$ cat src/design/apr_pkg.sv
package apr_pkg;

  // table geometry
  localparam int SLOTS     = 4;
  localparam int PAGE_BITS = 20;
  localparam int SLOT_W    = (SLOTS > 1) ? $clog2(SLOTS) : 1;

  // fixed field widths
  localparam int IN_PAGE_W  = 20;
  localparam int OUT_IDX_W  = 2;
  localparam int AGE_W      = 32;
  localparam int FAULT_W    = 32;
  localparam int REF_POS    = 30;

  localparam logic [AGE_W-1:0] AGE_TOP = AGE_W'(1) << (AGE_W - 1);

  // input mode codes
  typedef enum logic {
    MODE_ACCESS = 1'b0,
    MODE_TICK   = 1'b1
  } mode_t;

  typedef logic [SLOT_W-1:0]             slot_idx_t;
  typedef logic [AGE_W-1:0]              age_t;
  typedef logic [SLOTS-1:0][AGE_W-1:0]   age_vec_t;
  typedef logic [SLOTS-1:0][PAGE_BITS-1:0] page_vec_t;

  // one aging step of a counter
  function automatic age_t age_step(input age_t c, input logic ref_bit);
    age_t shifted;
    shifted = (c == AGE_TOP) ? '0 : (c >> 1);
    return shifted + (AGE_W'(ref_bit) << REF_POS);
  endfunction

endpackage

$ cat src/design/aging_page_replacement.sv
// Aging page replacement table.
// Timing: an accepted beat is captured in the input register, and the result strobe
// and the result come from the result register, which is loaded from it.
// Throughput: one beat per cycle; busy stays low, the table is updated in a
// single pass between the input register and the result register.
// Reset (rst_n low, synchronous): all slots hold page 0 with zero counters and
// clear referenced bits, fault count is zero. The receiver cannot stall.
module aging_page_replacement
  import apr_pkg::*;
(
  input  logic                   clk,
  input  logic                   rst_n,
  input  logic                   start,
  output logic                   busy,
  input  logic                   in_mode,
  input  logic [IN_PAGE_W-1:0]   in_page_number,
  output logic                   out_valid,
  output logic                   out_hit,
  output logic [OUT_IDX_W-1:0]   out_slot_index,
  output logic [FAULT_W-1:0]     out_fault_total
);

  // input register
  logic                 in_valid_r;
  mode_t                mode_r;
  logic [PAGE_BITS-1:0] page_r;

  // slot table
  page_vec_t            page_r_tbl;
  age_vec_t             age_r;
  logic [SLOTS-1:0]     ref_r;
  logic [FAULT_W-1:0]   fault_r;

  // result register
  logic                 out_valid_r;
  logic                 hit_r;
  logic [OUT_IDX_W-1:0] slot_r;

  page_vec_t            page_nxt;
  age_vec_t             age_nxt;
  logic [SLOTS-1:0]     ref_nxt;
  logic [FAULT_W-1:0]   fault_nxt;
  logic                 hit_nxt;
  logic [OUT_IDX_W-1:0] slot_nxt;

  logic                 found;
  slot_idx_t            hit_idx;
  slot_idx_t            victim;
  slot_idx_t            sel_idx;

  assign busy = 1'b0;

  // capture the input beat
  always_ff @(posedge clk) begin
    if (!rst_n) begin
      in_valid_r <= 1'b0;
    end else begin
      in_valid_r <= start && !busy;
    end
  end

  always_ff @(posedge clk) begin
    mode_r <= mode_t'(in_mode);
    page_r <= PAGE_BITS'(in_page_number);
  end

  // lowest matching slot
  always_comb begin
    found   = 1'b0;
    hit_idx = '0;
    for (int i = SLOTS - 1; i >= 0; i--) begin
      if (page_r_tbl[i] == page_r) begin
        found   = 1'b1;
        hit_idx = SLOT_W'(i);
      end
    end
  end

  apr_victim_sel u_victim (
    .ages   (age_r),
    .victim (victim)
  );

  assign sel_idx = found ? hit_idx : victim;

  // table update for the registered beat
  always_comb begin
    page_nxt  = page_r_tbl;
    age_nxt   = age_r;
    ref_nxt   = ref_r;
    fault_nxt = fault_r;
    hit_nxt   = 1'b0;
    slot_nxt  = '0;
    if (in_valid_r) begin
      unique case (mode_r)
        MODE_TICK: begin
          for (int i = 0; i < SLOTS; i++) begin
            age_nxt[i] = age_step(age_r[i], ref_r[i]);
          end
          ref_nxt = '0;
        end
        MODE_ACCESS: begin
          hit_nxt  = found;
          slot_nxt = OUT_IDX_W'(sel_idx);
          ref_nxt[sel_idx] = 1'b1;
          if (!found) begin
            page_nxt[sel_idx] = page_r;
            age_nxt[sel_idx]  = AGE_TOP;
            if (fault_r != '1) begin
              fault_nxt = fault_r + FAULT_W'(1);
            end
          end
        end
        default: begin
          ref_nxt = ref_r;
        end
      endcase
    end
  end

  // table state
  always_ff @(posedge clk) begin
    if (!rst_n) begin
      page_r_tbl <= '0;
      age_r      <= '0;
      ref_r      <= '0;
      fault_r    <= '0;
    end else begin
      page_r_tbl <= page_nxt;
      age_r      <= age_nxt;
      ref_r      <= ref_nxt;
      fault_r    <= fault_nxt;
    end
  end

  // result beat
  always_ff @(posedge clk) begin
    if (!rst_n) begin
      out_valid_r <= 1'b0;
    end else begin
      out_valid_r <= in_valid_r;
    end
  end

  always_ff @(posedge clk) begin
    hit_r  <= hit_nxt;
    slot_r <= slot_nxt;
  end

  assign out_valid       = out_valid_r;
  assign out_hit         = hit_r;
  assign out_slot_index  = slot_r;
  assign out_fault_total = fault_r;

endmodule

$ cat src/design/apr_victim_sel.sv
module apr_victim_sel
  import apr_pkg::*;
(
  input  age_vec_t  ages,
  output slot_idx_t victim
);

  // lowest-indexed slot holding the smallest counter
  always_comb begin
    age_t best;
    best   = ages[0];
    victim = '0;
    for (int i = 1; i < SLOTS; i++) begin
      if (ages[i] < best) begin
        best   = ages[i];
        victim = SLOT_W'(i);
      end
    end
  end

endmodule

$ cat config.mk
export PLATFORM = sky130hd
export DESIGN_NAME = aging_page_replacement
export DESIGN_NICKNAME = d
export VERILOG_FILES = /design/src/design/apr_pkg.sv /design/src/design/aging_page_replacement.sv /design/src/design/apr_victim_sel.sv
export SDC_FILE = /design/constraint.sdc
export NUM_CORES = 1
export LEC_CHECK = 0
export BUFFER_PORTS_ARGS = -buffer_cell sky130_fd_sc_hd__buf_4
export CAP_MARGIN = 10
export CORE_ASPECT_RATIO = 1.75
export CORE_UTILIZATION = 45
export CTS_CLUSTER_SIZE = 10
export DETAILED_ROUTE_END_ITERATION = 10
export SKIP_CTS_REPAIR_TIMING = 1
export SYNTH_ARGS = -nofsm -noshare
export SYNTH_HDL_FRONTEND = slang
export SYNTH_SLANG_ARGS = --single-unit
$ cat constraint.sdc
create_clock -name clk -period 9.7 [get_ports clk]
set_clock_uncertainty 0.15 [all_clocks]
set_input_delay 0.485 -clock clk [delete_from_list [all_inputs] [get_ports clk]]
set_output_delay 0.485 -clock clk [all_outputs]
set_load 0.02 [all_outputs]
==> flow_metrics.tcl <==
set metrics [dict create \
    grt_pass1_vias 12000 \
    die_h_um 241 \
    path_cells "ha_1 > a21o_1 > a221o_1 > a221oi_1 > o21ai_0 > nor2_4 > a21oi_1 > ha_1 > nand4_1 > nor4_1 > o2111ai_1 > o21ai_4 > o21ai_0 > ha_1 > nand4_1 > nor2_1 > nand2_1 > or4_1 > a211o_1 > a21o_1 > o211a_2 > o21a_1 > buf_12 > o31a_1" \
    root_buffer "clkbuf_16" \
    maxCapViolCount 0 \
    synth-async-reset-ratio_pct 0 \
    nFillCells 3057 \
    fin_nets 1840 \
    peakVddDrop_v 0.0000859 \
    top_layer_used "met4" \
    drt-total-wl_mm 40.3 \
    drt-met1-wl_mm 15.8 \
    synth_area_leaders "dfxtp_1 37%, ha_1 8.4%, a32oi_1 7.4%, nand2_1 7.2%, mux2i_1 5.5%" \
    antenna_left 0 \
    synth_top_family_by_area "compound AO/OA/AOI/OAI gates" \
    setup_tns_ps 0 \
    pin_count 61 \
    grt.total_usage_pct 23.8 \
    cts.path.max_buffers 3 \
    final-hold-violation-count 0 \
    cpMostUsedCell "ha_1" \
    ys_seq_area_share_pct 36.9 \
    p_leak_uw 0.00661 \
    avgSynthCellArea_um2 8.53 \
    synth_mux_area_share_pct 5.53 \
    dieWidth_um 138 \
    antenna_found_initial 0 \
    area_delta_synth_final_pct 10.7 \
    slowest_delay_ps 830 \
    dr_wl_met2_mm 21.5 \
    fin_cells 2117 \
    worst_pin_slew_ps 1180 \
    ys.flop_type "dfxtp_1" \
    power_density_nw_per_um2 156 \
    min_path_cells 2 \
    netlist_area_um2 14700 \
    syn_nets 1841 \
    drc 28 \
    report.final.setup_viol 0 \
    critPathLaunchType "flip-flop" \
    hp-class "primary input to flip-flop" \
    overflow 0 \
    path_clk_slew_ps 70 \
    period_minus_slack_ps 8430 \
    arrival_ps 8730 \
    vias_per_cell 5.93 \
    synth.distinct_cells 63 \
    dr_wl_met3_mm 1.21 \
    drive_above_1_share_pct 7.45 \
    slew_viol_final 0 \
    min_from "start" \
    gp_congestion 0.908 \
    final_cell_mix "283 x nand2_1, 270 x dfxtp_1, 127 x o21ai_0" \
    yosysWarnings 0 \
    cts_tree "done" \
    slew_headroom_pct 21.2 \
    max_freq_ghz 0.119 \
    violations "design-rule violations" \
    ff2ff_setup_slack_ps 1270 \
    hpwl_mm 27.8 \
    htree_levels 1 \
    core_um2 32100 \
    crit_slowest_cell "o21ai_4" \
    reg2reg_depth 24 \
    clk_latency_ps 560 \
    cp_top_family "compound AO/OA/AOI/OAI gates" \
    cts_sinks 270 \
    holdWs_ps 3.33 \
    synth_compound_area_share_pct 20.6 \
    antenna_cells 0 \
    yosysTopAreaCellShare_pct 36.9 \
    drtIter0Drc 746 \
    cp.buffers_inverters 1 \
    dpl.cell_count 2065 \
    critPathKind "flip-flop to flip-flop" \
    wl_per_cell_um 19.0 \
    synth_top_area_cell "dfxtp_1" \
    grt_pass1_wl_mm 64.1 \
    dr_total_vias 12600 \
    synth_edf_count 0 \
    numCtsBuffers 30 \
    holdPathEnd "in_valid_r" \
    initial_core_util_pct 45.6 \
    r2r-end "age_r[127]" \
    utilization_pct 50.5 \
    netlist_instances 1719 \
    status "finished with violations" \
    reg2reg_from "age_r[57]" \
    fin_crit_sh_pct 86.9 \
    die_area_um2 33300 \
    synth_seq_cells 270 \
    end_kind "flip-flop" \
    portBuffers 59 \
    synth_xor_area_share_pct 6.16 \
    rows 87 \
    layout_commonest_cell "nand2_1" \
    synthAdderAreaFrac_pct 8.37 \
    crit_fanout 46 \
    rsz0062_at_grt "no" \
    required_ps 10000 \
    yosys.area_share.simple_pct 17.3 \
    firstDrtPassIters 8 \
    grt_max_degree 104 \
]
## final cells by class
type	instances	area (um^2)	area share [%]
Inverter	46	173	1.06
Timing Repair Buffer	99	812	5.01
Clock buffer	31	776	4.78
Sequential cell	270	5410	33.3
Tap cell	400	500	3.09
Multi-Input combinational cell	1271	8550	52.7
## cell families (layout without fill, tap and decap cells)
kind of cell / after synthesis / in the layout
simple gates: 539 / 539
xor+xnor: 103 / 103
buf+inv: 178 / 176
fa+ha+maj: 98 / 98
flops: 270 / 270
other cells: 1 / 1
mux: 81 / 81
compound gates: 449 / 449
## how the worst max path moves through the flow
| stage | to | slack, ps | from | depth (start not counted) |
|---|---|---|---|---|
| global route | page_r_tbl[72] | 620 | age_r[27] | 27 |
| floorplan | page_r_tbl[60] | 2800 | age_r[25] | 29 |
| finish | age_r[127] | 1270 | age_r[57] | 24 |
| detailed placement | age_r[127] | 1270 | age_r[25] | 25 |
| global placement | age_r[127] | 1390 | age_r[25] | 25 |
| CTS | page_r_tbl[51] | 1250 | age_r[25] | 25 |
## registers in the layout, summed over array words and instances (netlist names)
signal and count:
mode_r 1, page_r 20, out_hit 1, out_valid 1
out_fault_total 32, page_r_tbl 80, age_r 128, in_valid_r 1
ref_r 4, out_slot_index 2
## metal layers
metal / track usage, % / vias up
met3: 2.30 / 81
met2: 46.2 / 250
met5: 0 / -
met1: 26.0 / 5992
met4: 10.8 / 0
li1: - / 6230
## cell usage after synthesis, types with 17 or more instances
master and number:
nand2_1 283, dfxtp_1 270, o21ai_0 128, a32oi_1 124
ha_1 98, clkbuf_1 90, mux2i_1 81, o21ai_1 58
xor2_1 58, a21oi_1 56, nor2_1 56, nor4_1 56
inv_1 46, xnor2_1 45, nand4_1 33, and2_1 29
buf_2 29, nand3_1 20, nor3_1 17
## stage by stage
| step | setup slack (ps) | instance area (um^2) | total power [uW] |
|---|---|---|---|
| after floorplan | 2800 | 14700 | 1440 |
| after global placement | 1390 | 15200 | 1560 |
| after detailed placement | 1270 | 15200 | 1560 |
| after CTS | 1250 | 16000 | 2550 |
| after global routing | 620 | 16200 | 2630 |
| final | 1270 | 16200 | 2530 |
## worst reg2reg max path: cells and delay by family (launching register included)
kind	cells	cell delay, ps
buffers and inverters	1	230
flip-flops	1	480
adder cells (fa/ha/maj)	3	1000
AND/OR/NAND/NOR	7	2340
AO/OA/AOI/OAI	13	4130
## report_power, final
group / total, uW / switching (uW) / internal (uW)
clock network: 979 / 425 / 554
logic: 396 / 266 / 130
registers: 1150 / 23.5 / 1130
total: 2530 / 715 / 1810
Note: power is estimated with default switching activity, not from simulation.
